==> src/rtl/wsla_pkg.sv <==
// ----------------------------------------------------------------------------
// wsla_pkg
// Types, codes and debounce constants shared by the link alarm debounce block.
// ----------------------------------------------------------------------------
package wsla_pkg;

  // Debounce lengths in ticks
  localparam int unsigned LEVEL_DEBOUNCE_TICKS = 3;   // 1 .. 15
  localparam int unsigned LINK_DEBOUNCE_TICKS  = 2;   // 1 .. 14

  // Counter widths: level counters hold LEVEL_DEBOUNCE_TICKS,
  // the no-link counter saturates at LINK_DEBOUNCE_TICKS + 1
  localparam int unsigned LvlCntW  = $clog2(LEVEL_DEBOUNCE_TICKS + 1);
  localparam int unsigned LinkCntW = $clog2(LINK_DEBOUNCE_TICKS + 2);

  localparam logic [LvlCntW-1:0]  LvlCntMax  = LvlCntW'(LEVEL_DEBOUNCE_TICKS);
  localparam logic [LinkCntW-1:0] LinkCntSat = LinkCntW'(LINK_DEBOUNCE_TICKS + 1);

  localparam int unsigned AddrW = 48;

  // Configuration register indexes
  localparam logic CFG_RSSI_THRESHOLD = 1'b0;
  localparam logic CFG_DUAL_SSID      = 1'b1;

  // Reset value of the RSSI threshold: -80 dBm
  localparam logic signed [7:0] RssiThresholdRst = -8'sd80;

  typedef enum logic [1:0] {
    NC_NONE   = 2'd0,
    NC_ENDED  = 2'd1,
    NC_ACTIVE = 2'd2
  } nc_report_e;

  typedef enum logic [1:0] {
    AP_EV_NONE       = 2'd0,
    AP_EV_CONNECT    = 2'd1,
    AP_EV_DISCONNECT = 2'd2
  } ap_event_e;

  typedef enum logic [1:0] {
    SSID_NONE      = 2'd0,
    SSID_PRIMARY   = 2'd1,
    SSID_SECONDARY = 2'd2
  } ssid_e;

  typedef struct packed {
    logic              mode;
    logic              reconfiguring;
    logic              associated;
    logic signed [7:0] rssi_dbm;
    logic [AddrW-1:0]  ap_address;
    logic [1:0]        ssid_match;
  } in_item_t;

  typedef struct packed {
    logic [1:0]        not_connected_report;
    logic              low_level_report;
    logic              level_valid;
    logic signed [7:0] reported_level;
    logic [1:0]        ap_event;
    logic [AddrW-1:0]  ap_event_address;
    logic [1:0]        ssid_event;
  } out_item_t;

  typedef struct packed {
    logic       index;
    logic [7:0] data;
  } cfg_wr_t;

  // Register contents handed to the tracker
  typedef struct packed {
    logic signed [7:0] rssi_threshold;
    logic              dual_ssid_enable;
  } cfg_t;

endpackage

==> src/rtl/wsla_intf.sv <==
// ----------------------------------------------------------------------------
// wsla_intf
// Valid/ready channels of the link alarm debounce block.
// ----------------------------------------------------------------------------
interface wsla_in_if;
  logic                valid;
  logic                ready;
  wsla_pkg::in_item_t  data;
  modport source (output valid, output data, input ready);
  modport sink   (input valid, input data, output ready);
endinterface

interface wsla_out_if;
  logic                valid;
  logic                ready;
  wsla_pkg::out_item_t data;
  modport source (output valid, output data, input ready);
  modport sink   (input valid, input data, output ready);
endinterface

interface wsla_cfg_if;
  logic                valid;
  logic                ready;
  wsla_pkg::cfg_wr_t   data;
  modport source (output valid, output data, input ready);
  modport sink   (input valid, input data, output ready);
endinterface

==> src/rtl/wsla_cfg_regs.sv <==
// ----------------------------------------------------------------------------
// wsla_cfg_regs
// Configuration registers: RSSI threshold and dual SSID enable.
// ----------------------------------------------------------------------------
module wsla_cfg_regs (
  input  logic                clk_i,
  input  logic                rst_ni,
  input  logic                wr_valid_i,
  input  wsla_pkg::cfg_wr_t   wr_i,
  output logic                wr_ready_o,
  output wsla_pkg::cfg_t      cfg_o
);

  logic signed [7:0] thr_q, thr_d;
  logic              dual_q, dual_d;

  assign wr_ready_o = 1'b1;

  always_comb begin
    thr_d  = thr_q;
    dual_d = dual_q;
    if (wr_valid_i) begin
      case (wr_i.index)
        wsla_pkg::CFG_RSSI_THRESHOLD: thr_d  = wr_i.data;
        wsla_pkg::CFG_DUAL_SSID:      dual_d = wr_i.data[0];
        default: ;
      endcase
    end
  end

  always_ff @(posedge clk_i or negedge rst_ni) begin
    if (!rst_ni) begin
      thr_q  <= wsla_pkg::RssiThresholdRst;
      dual_q <= 1'b0;
    end else begin
      thr_q  <= thr_d;
      dual_q <= dual_d;
    end
  end

  assign cfg_o.rssi_threshold   = thr_q;
  assign cfg_o.dual_ssid_enable = dual_q;

endmodule

==> src/rtl/wsla_tracker.sv <==
// ----------------------------------------------------------------------------
// wsla_tracker
// Debounce counters, held alarms and access point / SSID memory; computes
// the result of one tick and commits the state update on en_i.
// ----------------------------------------------------------------------------
module wsla_tracker (
  input  logic                clk_i,
  input  logic                rst_ni,
  input  logic                en_i,
  input  wsla_pkg::cfg_t      cfg_i,
  input  wsla_pkg::in_item_t  item_i,
  output wsla_pkg::out_item_t res_o
);

  localparam int unsigned LvW = wsla_pkg::LvlCntW;
  localparam int unsigned LkW = wsla_pkg::LinkCntW;

  logic [LkW-1:0]             nolink_q, nolink_d;
  logic [LvW-1:0]             low_q, low_d, good_q, good_d;
  logic [1:0]                 ssid_q, ssid_d;
  logic                       apmem_q, apmem_d;
  logic [wsla_pkg::AddrW-1:0] addr_q, addr_d;
  logic                       low_held_q, low_held_d;
  logic                       nc_held_q, nc_held_d;

  logic [LkW:0] nolink_inc;
  logic [LvW:0] low_inc, good_inc, low_n, good_n;

  assign nolink_inc = {1'b0, nolink_q} + (LkW+1)'(1);
  assign low_inc    = {1'b0, low_q} + (LvW+1)'(1);
  assign good_inc   = {1'b0, good_q} + (LvW+1)'(1);

  always_comb begin
    nolink_d   = nolink_q;
    low_d      = low_q;
    good_d     = good_q;
    ssid_d     = ssid_q;
    apmem_d    = apmem_q;
    addr_d     = addr_q;
    low_held_d = low_held_q;
    nc_held_d  = nc_held_q;
    low_n      = '0;
    good_n     = '0;
    res_o      = '0;

    if (!item_i.mode && !item_i.reconfiguring) begin
      // link debounce
      if (!item_i.associated) begin
        if (nolink_inc >= (LkW+1)'(wsla_pkg::LINK_DEBOUNCE_TICKS)) begin
          nolink_d = wsla_pkg::LinkCntSat;
        end else begin
          nolink_d = nolink_inc[LkW-1:0];
        end
      end else begin
        nolink_d = '0;
      end

      if (!item_i.associated &&
          nolink_inc >= (LkW+1)'(wsla_pkg::LINK_DEBOUNCE_TICKS)) begin
        // link lost
        res_o.not_connected_report = wsla_pkg::NC_ACTIVE;
        res_o.low_level_report     = 1'b1;
        nc_held_d  = 1'b1;
        low_held_d = 1'b1;
        low_d      = wsla_pkg::LvlCntMax;
        good_d     = '0;
        ssid_d     = wsla_pkg::SSID_NONE;
        if (apmem_q) begin
          res_o.ap_event         = wsla_pkg::AP_EV_DISCONNECT;
          res_o.ap_event_address = addr_q;
          apmem_d = 1'b0;
          addr_d  = '0;
        end
      end else begin
        res_o.not_connected_report = wsla_pkg::NC_ENDED;
        nc_held_d = 1'b0;

        // access point tracking
        if (item_i.ap_address != '0) begin
          if (apmem_q) begin
            if (addr_q != item_i.ap_address) begin
              res_o.ap_event         = wsla_pkg::AP_EV_DISCONNECT;
              res_o.ap_event_address = addr_q;
              apmem_d = 1'b0;
              addr_d  = '0;
            end
          end else begin
            res_o.ap_event         = wsla_pkg::AP_EV_CONNECT;
            res_o.ap_event_address = item_i.ap_address;
            apmem_d = 1'b1;
            addr_d  = item_i.ap_address;
          end
        end

        // level debounce
        if (item_i.rssi_dbm < cfg_i.rssi_threshold) begin
          low_n  = low_inc;
          good_n = '0;
        end else begin
          low_n  = '0;
          good_n = good_inc;
        end
        if (low_n >= (LvW+1)'(wsla_pkg::LEVEL_DEBOUNCE_TICKS)) begin
          low_d  = wsla_pkg::LvlCntMax;
          good_d = good_n[LvW-1:0];
          res_o.low_level_report = 1'b1;
        end else if (good_n >= (LvW+1)'(wsla_pkg::LEVEL_DEBOUNCE_TICKS)) begin
          low_d  = low_n[LvW-1:0];
          good_d = wsla_pkg::LvlCntMax;
          res_o.low_level_report = 1'b0;
        end else begin
          low_d  = low_n[LvW-1:0];
          good_d = good_n[LvW-1:0];
          res_o.low_level_report = low_held_q;
        end
        low_held_d           = res_o.low_level_report;
        res_o.level_valid    = 1'b1;
        res_o.reported_level = item_i.rssi_dbm;

        // SSID switching; codes other than primary/secondary change nothing
        if (cfg_i.dual_ssid_enable) begin
          if (item_i.ssid_match == wsla_pkg::SSID_PRIMARY &&
              ssid_q != wsla_pkg::SSID_PRIMARY) begin
            res_o.ssid_event = wsla_pkg::SSID_PRIMARY;
            ssid_d           = wsla_pkg::SSID_PRIMARY;
          end else if (item_i.ssid_match == wsla_pkg::SSID_SECONDARY &&
                       ssid_q != wsla_pkg::SSID_SECONDARY) begin
            res_o.ssid_event = wsla_pkg::SSID_SECONDARY;
            ssid_d           = wsla_pkg::SSID_SECONDARY;
          end
        end else begin
          ssid_d = wsla_pkg::SSID_NONE;
        end
      end
    end else if (!item_i.mode) begin
      // reconfiguring: report held alarms, touch nothing
      res_o.low_level_report     = low_held_q;
      res_o.level_valid          = 1'b1;
      res_o.reported_level       = item_i.rssi_dbm;
      res_o.not_connected_report = nc_held_q ? wsla_pkg::NC_ACTIVE : wsla_pkg::NC_ENDED;
    end else begin
      // access point or monitor mode
      low_d      = '0;
      good_d     = '0;
      low_held_d = 1'b0;
      ssid_d     = wsla_pkg::SSID_PRIMARY;
      nolink_d   = '0;
      if (apmem_q) begin
        res_o.ap_event         = wsla_pkg::AP_EV_DISCONNECT;
        res_o.ap_event_address = addr_q;
      end
      apmem_d = 1'b0;
      addr_d  = '0;
    end
  end

  always_ff @(posedge clk_i or negedge rst_ni) begin
    if (!rst_ni) begin
      nolink_q   <= '0;
      low_q      <= '0;
      good_q     <= '0;
      ssid_q     <= wsla_pkg::SSID_PRIMARY;
      apmem_q    <= 1'b0;
      addr_q     <= '0;
      low_held_q <= 1'b0;
      nc_held_q  <= 1'b0;
    end else if (en_i) begin
      nolink_q   <= nolink_d;
      low_q      <= low_d;
      good_q     <= good_d;
      ssid_q     <= ssid_d;
      apmem_q    <= apmem_d;
      addr_q     <= addr_d;
      low_held_q <= low_held_d;
      nc_held_q  <= nc_held_d;
    end
  end

endmodule

==> src/rtl/wireless_station_link_alarm_debounce.sv <==
// ----------------------------------------------------------------------------
// wireless_station_link_alarm_debounce
// Per-tick debounce of the not-connected and low-RSSI alarms with access
// point connect/disconnect and SSID switch events.
// ----------------------------------------------------------------------------
//
//  channel | dir | payload              | transaction
//  --------+-----+----------------------+------------------------------------
//  in_i    | in  | wsla_pkg::in_item_t  | one tick of radio status
//  out_o   | out | wsla_pkg::out_item_t | one result per tick, in order
//  cfg_i   | in  | wsla_pkg::cfg_wr_t   | register write (index, data)
//
//  Flow: a tick is registered, evaluated combinationally by the tracker and
//  its result lands in the output register; one tick per cycle sustained
//  while out_o is ready. The tracker's state update sets that rate.
//  Reset: rst_ni async active low clears both stage valids, the tracker
//  state and the config registers (threshold -80 dBm, dual SSID off).
//  Stalls: a waiting result holds the output register; the input register
//  still takes a tick while the output register drains in the same cycle.
//  Config writes are always ready and apply on the next cycle.
//
module wireless_station_link_alarm_debounce (
  input  logic clk_i,
  input  logic rst_ni,
  wsla_in_if.sink    in_i,
  wsla_out_if.source out_o,
  wsla_cfg_if.sink   cfg_i
);

  // input stage
  logic                in_valid_q, in_valid_d;
  wsla_pkg::in_item_t  in_data_q;
  // result stage
  logic                out_valid_q, out_valid_d;
  wsla_pkg::out_item_t out_data_q;

  wsla_pkg::cfg_t      cfg;
  wsla_pkg::out_item_t res;
  logic                advance;   // tick moves from input to result stage
  logic                in_take;

  wsla_cfg_regs u_cfg (
    .clk_i      (clk_i),
    .rst_ni     (rst_ni),
    .wr_valid_i (cfg_i.valid),
    .wr_i       (cfg_i.data),
    .wr_ready_o (cfg_i.ready),
    .cfg_o      (cfg)
  );

  // state commits exactly once per tick, when the tick moves forward
  wsla_tracker u_trk (
    .clk_i  (clk_i),
    .rst_ni (rst_ni),
    .en_i   (advance),
    .cfg_i  (cfg),
    .item_i (in_data_q),
    .res_o  (res)
  );

  assign advance  = in_valid_q && (!out_valid_q || out_o.ready);
  assign in_i.ready = !in_valid_q || advance;
  assign in_take  = in_i.valid && in_i.ready;

  always_comb begin
    in_valid_d = in_take ? 1'b1 : (advance ? 1'b0 : in_valid_q);
    if (advance) begin
      out_valid_d = 1'b1;
    end else if (out_o.ready) begin
      out_valid_d = 1'b0;
    end else begin
      out_valid_d = out_valid_q;
    end
  end

  always_ff @(posedge clk_i or negedge rst_ni) begin
    if (!rst_ni) begin
      in_valid_q  <= 1'b0;
      out_valid_q <= 1'b0;
    end else begin
      in_valid_q  <= in_valid_d;
      out_valid_q <= out_valid_d;
    end
  end

  // payload registers, no reset
  always_ff @(posedge clk_i) begin
    if (in_take) begin
      in_data_q <= in_i.data;
    end
    if (advance) begin
      out_data_q <= res;
    end
  end

  assign out_o.valid = out_valid_q;
  assign out_o.data  = out_data_q;

  // --------------------------------------------------------------------------
  // Assertions
  // --------------------------------------------------------------------------

  // a tick that moves forward shows up as a result next cycle
  a_advance_to_out: assert property (@(posedge clk_i) disable iff (!rst_ni)
    advance |=> out_valid_q)
    else $error("advanced tick did not reach the result register");

  // a tick stuck in the input stage is neither lost nor overwritten
  a_in_hold: assert property (@(posedge clk_i) disable iff (!rst_ni)
    in_valid_q && !advance |=> in_valid_q && $stable(in_data_q))
    else $error("held input tick was lost or changed");

  // a not-connected result carries the low-level alarm or a valid level
  a_nc_forces_low: assert property (@(posedge clk_i) disable iff (!rst_ni)
    out_valid_q && out_data_q.not_connected_report == wsla_pkg::NC_ACTIVE &&
    !in_data_q.reconfiguring |-> out_data_q.low_level_report ||
    out_data_q.level_valid)
    else $error("not-connected result without low-level alarm");

  // no level is attached when level_valid is low
  a_level_zero: assert property (@(posedge clk_i) disable iff (!rst_ni)
    out_valid_q && !out_data_q.level_valid |-> out_data_q.reported_level == 8'sd0)
    else $error("reported_level nonzero while not valid");

  // a connect event always names a known access point
  a_connect_addr: assert property (@(posedge clk_i) disable iff (!rst_ni)
    out_valid_q && out_data_q.ap_event == wsla_pkg::AP_EV_CONNECT |->
    out_data_q.ap_event_address != '0)
    else $error("connect event with unknown address");

endmodule

==> src/flat_wrapper.sv <==
// flat-port wrapper written by rule: the top's interface ports become plain ports
module wireless_station_link_alarm_debounce_flat 
  (clk_i, rst_ni, in_i_valid, in_i_data, in_i_ready, out_o_valid, out_o_data, out_o_ready, cfg_i_valid, cfg_i_data, cfg_i_ready);
  wsla_in_if in_i_i ();
  wsla_out_if out_o_i ();
  wsla_cfg_if cfg_i_i ();
  input  logic clk_i;
  input  logic rst_ni;
  input wire logic [$bits(in_i_i.valid)-1:0] in_i_valid;
  input wire logic [$bits(in_i_i.data)-1:0] in_i_data;
  output wire logic [$bits(in_i_i.ready)-1:0] in_i_ready;
  output wire logic [$bits(out_o_i.valid)-1:0] out_o_valid;
  output wire logic [$bits(out_o_i.data)-1:0] out_o_data;
  input wire logic [$bits(out_o_i.ready)-1:0] out_o_ready;
  input wire logic [$bits(cfg_i_i.valid)-1:0] cfg_i_valid;
  input wire logic [$bits(cfg_i_i.data)-1:0] cfg_i_data;
  output wire logic [$bits(cfg_i_i.ready)-1:0] cfg_i_ready;
  assign in_i_i.valid = in_i_valid;
  assign in_i_i.data = in_i_data;
  assign in_i_ready = in_i_i.ready;
  assign out_o_valid = out_o_i.valid;
  assign out_o_data = out_o_i.data;
  assign out_o_i.ready = out_o_ready;
  assign cfg_i_i.valid = cfg_i_valid;
  assign cfg_i_i.data = cfg_i_data;
  assign cfg_i_ready = cfg_i_i.ready;
  wireless_station_link_alarm_debounce u_core (.clk_i(clk_i), .rst_ni(rst_ni), .in_i(in_i_i), .out_o(out_o_i), .cfg_i(cfg_i_i));
endmodule
==> config.mk <==
export PLATFORM = sky130hd
export DESIGN_NAME = wireless_station_link_alarm_debounce_flat
export DESIGN_NICKNAME = d
export VERILOG_FILES = /design/src/rtl/wsla_pkg.sv /design/src/rtl/wsla_intf.sv /design/src/rtl/wsla_cfg_regs.sv /design/src/rtl/wsla_tracker.sv /design/src/rtl/wireless_station_link_alarm_debounce.sv /design/src/flat_wrapper.sv
export SDC_FILE = /design/constraint.sdc
export NUM_CORES = 1
export LEC_CHECK = 0
export BUFFER_PORTS_ARGS = -buffer_cell sky130_fd_sc_hd__buf_2
export CORE_ASPECT_RATIO = 2
export CORE_MARGIN = 4
export CORE_UTILIZATION = 45
export CTS_CLUSTER_DIAMETER = 60
export DETAILED_ROUTE_END_ITERATION = 12
export GPL_TIMING_DRIVEN = 0
export PLACE_DENSITY_LB_ADDON = 0.05
export SLEW_MARGIN = 25
export SYNTH_ARGS = -nofsm -noshare
export SYNTH_HDL_FRONTEND = slang
export SYNTH_SLANG_ARGS = --single-unit
==> constraint.sdc <==
create_clock -name clk_i -period 6.06 [get_ports clk_i]
set_input_delay 0 -clock clk_i [delete_from_list [all_inputs] [get_ports clk_i]]
set_output_delay 0 -clock clk_i [all_outputs]
set_load 0.05 [all_outputs]
# Yosys cells after proc, flatten, opt, wreduce, memory -nomap -nowiden
# Cells that the tools add are included.
# word_totals
ff_bits,195
wordCells,129
# op_classes
add_sub_neg,3
magnitude_cmp,4
n_eq_ne,9
mux,58
n_bitwise,3
n_reduce_logical,26
# ops
op,n
two-way mux 48 bit,7
two-way mux 50 bit,6
two-way mux 62 bit,1
inequality test 48 bit,1
nonzero test 48 bit,1
two-way mux 2 bit,19
two-way mux 3 bit,7
two-way mux 1 bit,16
two-way mux 12 bit,1
"adder 2 x 1 -> 3 bit, second input constant",3
">= comparator 3 x 2 -> 1 bit, second input constant",3
two-way mux 9 bit,1
< comparator 8 bit,1
AND reduction 2 bit,4
logical AND 1 bit,6
AND reduction 3 bit,2
nonzero test 2 bit,3
logical NOT 1 bit,5
"inequality test 5 bit, second input constant",1
AND reduction 5 bit,1
"inequality test 4 x 2 -> 1 bit, second input constant",1
OR reduction 4 bit,1
"inequality test 3 x 1 -> 1 bit, second input constant",1
"inequality test 3 bit, second input constant",1
other kinds (7),10

# Logic depth before layout (Yosys ltp)
# depth
word_depth,10
ltp_mapped,9
mapped_depth_nobuf,8

# Cells and area by module
# Synthesis repeated with hierarchy kept, for this count alone.
# hier_totals
cells_unflattened,646
area_unflattened_um2,8494.4
# by_module_without_submodules
module,n_inst,cells_each,area_per_inst_um2,seq_area_each_um2
wsla_tracker,1,489,4229.1,1477.7
wireless_station_link_alarm_debounce,1,133,3857.4,3803.6
wsla_cfg_regs,1,24,407.9,229.0

# Worst setup path after synthesis
# Ideal clock, no wire load.
# synth_timing
kind,flip-flop to flip-flop
from,reg u_core.out_valid_q (netlist: u_core.out_o.valid)
to,"reg u_core.in_data_q[0] in the netlist's numbering, enable pin"
setup_time_ps,425
t_arrival_ps,2697
t_required_ps,5635
setup_slack_ps,2938
path_stages_with_launch,4
n_path_buf,0
path_cell_list,dfrtp_1 nor2b_1 nand2_1 and2_1
# synth_via
elab_chain_len,5
# synth_rtl
item,line,rtl
start: declaration,wireless_station_link_alarm_debounce.sv:34,"logic out_valid_q, out_valid_d;"
start signal: assignment,wireless_station_link_alarm_debounce.sv:82,out_valid_q <= out_valid_d;
logical NOT 1 bit,wireless_station_link_alarm_debounce.sv:61,assign advance = in_valid_q && (!out_valid_q || out_o.ready);
logical OR 1 bit,wireless_station_link_alarm_debounce.sv:61,
logical AND 1 bit,wireless_station_link_alarm_debounce.sv:61,
logical OR 1 bit,wireless_station_link_alarm_debounce.sv:62,assign in_i.ready = !in_valid_q || advance;
via in_i_ready,flat_wrapper.sv:11,output wire logic [$bits(in_i_i.ready)-1:0] in_i_ready;
logical AND 1 bit,wireless_station_link_alarm_debounce.sv:63,assign in_take = in_i.valid && in_i.ready;
via u_core.in_take,wireless_station_link_alarm_debounce.sv:40,logic in_take;
end signal: assignment,wireless_station_link_alarm_debounce.sv:89,in_data_q <= in_i.data;
end: declaration,wireless_station_link_alarm_debounce.sv:32,wsla_pkg::in_item_t in_data_q;
# The timed path passes the listed nets, and every way through them passes these cells.
# A chain may end at the register's enable or synchronous reset.

==> summary.md <==
| Metric | Value |
|---|---|
| Initial Util | 45.9% |
| Final-report setup violation count | 0 |
| Peak VDD IR | 0.000187 V |
| Hold Crit Class | in -> async |
| Layout area overhead | 30.3% |
| Async set-or-reset flop fraction in the synthesized netlist | 35.9% |
| Sink Count | 195 |
| Critical path capture point type | flop |
| Post-synth EDFFs | roughly 130 |
| Total track usage | 21.5% |
| Width of the die | roughly 100 um |
| Initial antenna violation count | 0 |
| Setup TNS | 0 ns |
| Core area | 17300 sq um |
| Final worst-path cycle share | 50.1% |
| Detailed Route Iter0 Violations | roughly 220 |
| CTS Buffer Depth | 2 |
| Final Hold Vio Count | 0 |
| Number of port buffers | 140 |
| CTS tree | yes |
| H-tree Lvls | 4 |
| Minimum clock period | 3.04 ns |
| Ant diodes | 0 |
| Synth top area cells | edfxtp_1 (47%), dfrtp_1 (21%), a22o_1 (10%), xnor2_1 (5.3%), ha_1 (1.4%) |
| Max FO, Critical Path | 10 |
| Slew @ Worst Pin | 0.688 ns |
| Slew Limit Fails | 0 |
| Die ar. | 19900 sq um |
| Global placer's final weighted congestion | 0.846 |
| Post-synth top area cell | edfxtp_1 |
| Yosys warnings | 0 |
| DR vias | 5431 |
| Crit path required time | between 6 and 7 ns |
| Post-synth top cells | edfxtp_1 (125), a22o_1 (95), dfrtp_1 (66), xnor2_1 (48), nand2_1 (24) |
| Routed wire length per instance | around 20 um |
| RSZ-0062 raised after global routing | false |
| Count leader, synth | edfxtp_1 |
| Yosys reg bits | ~200 |
| Top FF cell, synth | edfxtp_1 |
| Ports | 142 |
| Crit path kind | reg -> reg |
| Post-Syn Instances | approximately 540 |
| Synth top area share | 47.3% |
| Mapped Area | 7930 sq um |
| DRT met1 WL | 7.58 mm |
| Top Metal Used | met4 |
| Total global routing overflow | 0 |
| Row Count | 68 |
| CTS clock-pin slew for the worst setup and hold paths | 0.07 ns |
| First-pass GRT wire length | 32.1 mm |
| CTS root buffer | clkbuf_16 |
| Routed met2 length | 11.4 mm |
| Routed vias/inst | 5.44 |
| Count of cell types in the netlist | 44 |
| Outcome | finished, final reports clean |
| Final Routed Wirelength | ~20 mm |
| DP Wirelength | 14.4 mm |
| # DRC | 0 |
| Pwr/cell area | 320 nW/um^2 |
| Startpoint Class | flop |
| Max-Cap Viols | 0 |
| Post-synthesis net count | just over 600 |
| Routed length on met3 | 771 um |
| Die Y | 196 um |
| Antenna-violating nets left | 0 |
| Worst EP arrival | between 3 and 4 ns |
| LEAKAGE | 4.22 nW |
| Syn_area_per_cell | 14.8 sq um |
| Clock Latency Late Sink | between 0.4 and 0.5 ns |
| DRT Pass-1 Iters | 4 |
| Peak Freq | between 300 and 400 MHz |
| Clk_skew | 0.00737 ns |
| Vias in the first global route | 5893 |
| Max_slew headroom | 54.0% |
| Post-CTS setup buffer count | 0 |
| Min Hold Slack | 0.0108 ns |
| Num CTS Buffers | 17 |
| Share of cells above drive strength 1 | 25.0% |
| Sequential fraction of the synthesis area | between 60 and 70% |
| Fin nets | 860 |
| Largest net degree at the start of global routing | 52 |
-- cells by family after synthesis --
kind of cell,Yosys count,synth area share (%)
flip-flops,195,69.5
other,1,0.0473
XOR/XNOR,48,5.30
AO/OA/AOI/OAI,139,14.3
multiplexers,3,0.426
buffers and inverters,41,2.40
adder cells (fa/ha/maj),9,1.42
AND/OR/NAND/NOR,99,6.64
-- flip-flops by register name, indices dropped and copies added (netlist names) --
signal,cells
u_core.out_o.data,64
u_core.u_trk.ssid_q,2
u_core.in_valid_q,1
u_core.u_trk.low_held_q,1
u_core.u_trk.nolink_q,2
u_core.u_cfg.dual_q,1
u_core.u_trk.apmem_q,1
u_core.in_data_q,61
u_core.u_trk.nc_held_q,1
u_core.out_o.valid,1
u_core.u_trk.good_q,2
u_core.u_cfg.thr_q,8
u_core.u_trk.low_q,2
u_core.u_trk.addr_q,48
-- per-stage QoR --
step	utilization, %	worst slack (ns)	instances	area, sq um	power (W)
floorplan	-	2.94	535	7930	0.00201
global placement	51.5	2.58	885	8890	0.00218
detailed placement	52.0	2.97	888	8980	0.00220
CTS	59.8	2.95	999	10300	0.00333
global route	59.8	2.88	999	10300	0.00343
finish	59.8	3.02	999	10300	0.00330
-- critical path: stages, from the launching register on --
cell and delay (ns):
edfxtp_1 0.46, xnor2_1 0.40, nand4_1 0.19, nor4_1 0.57, nand3_1 0.20, a32o_1 0.33
buf_1 0.28, a22o_1 0.34
-- cells in the final DEF (no fill, tap or decap), drive strengths merged, types with 11 or more instances in the layout --
master and instances:
buf 157, xnor2 48, edfxtp 125, o21ai 13, clkbuf 33, nand4 16, inv 16, a22o 95
nand2 24, nor2 13, dlygate4sd3 79, dfrtp 66, nor4 15, and2 11
-- power breakdown --
group / switching [W] / total (W) / internal, W
combinational: 0.000379 / 0.000580 / 0.000202
sequential: 0.0000736 / 0.00163 / 0.00155
clock: 0.000481 / 0.00110 / 0.000616
-- per-layer routing --
| metal | GRT usage [%] | vias to the layer above |
|---|---|---|
| li1 | - | 2542 |
| met1 | 23.5 | 2698 |
| met2 | 39.6 | 151 |
| met3 | 3.91 | 40 |
| met4 | 8.95 | 0 |
| met5 | 0 | - |
-- final cells by class --
class,count,area [sq um]
buffer,25,130
clock buffer,22,454
clock inverter,10,110
fill,1423,6940
inverter,16,62.6
multi-input combinational,299,2230
sequential,195,5510
tap,210,263
timing repair buffer,222,1570
-- timing repair --
action | CTS | global route
hold endpoints to repair | 139 | 0
resized for setup | 0 | 0
hold buffers | 79 | 0
-- final timing paths --
| check | cells past startpoint | start | endpoint | slack, ns |
|---|---|---|---|---|
| worst max-delay path | 7 | u_core.in_data_q[44] | u_core.out_o.data[18] | 3.02 |
| worst min-delay path | 2 | rst_ni | u_core.out_o.valid | 0.01 |
| worst max register to register | 7 | u_core.in_data_q[44] | u_core.out_o.data[18] | 3.02 |
| worst min register to register | 2 | u_core.u_trk.low_q[1] | u_core.u_trk.low_q[1] | 0.51 |
| max in group asynchronous | 3 | rst_ni | u_core.u_cfg.thr_q[4] | 5.40 |
| min in group clk_i | 3 | cfg_i_valid | u_core.u_cfg.thr_q[0] | 0.12 |
No activity file was read; power rests on OpenSTA's default activity.
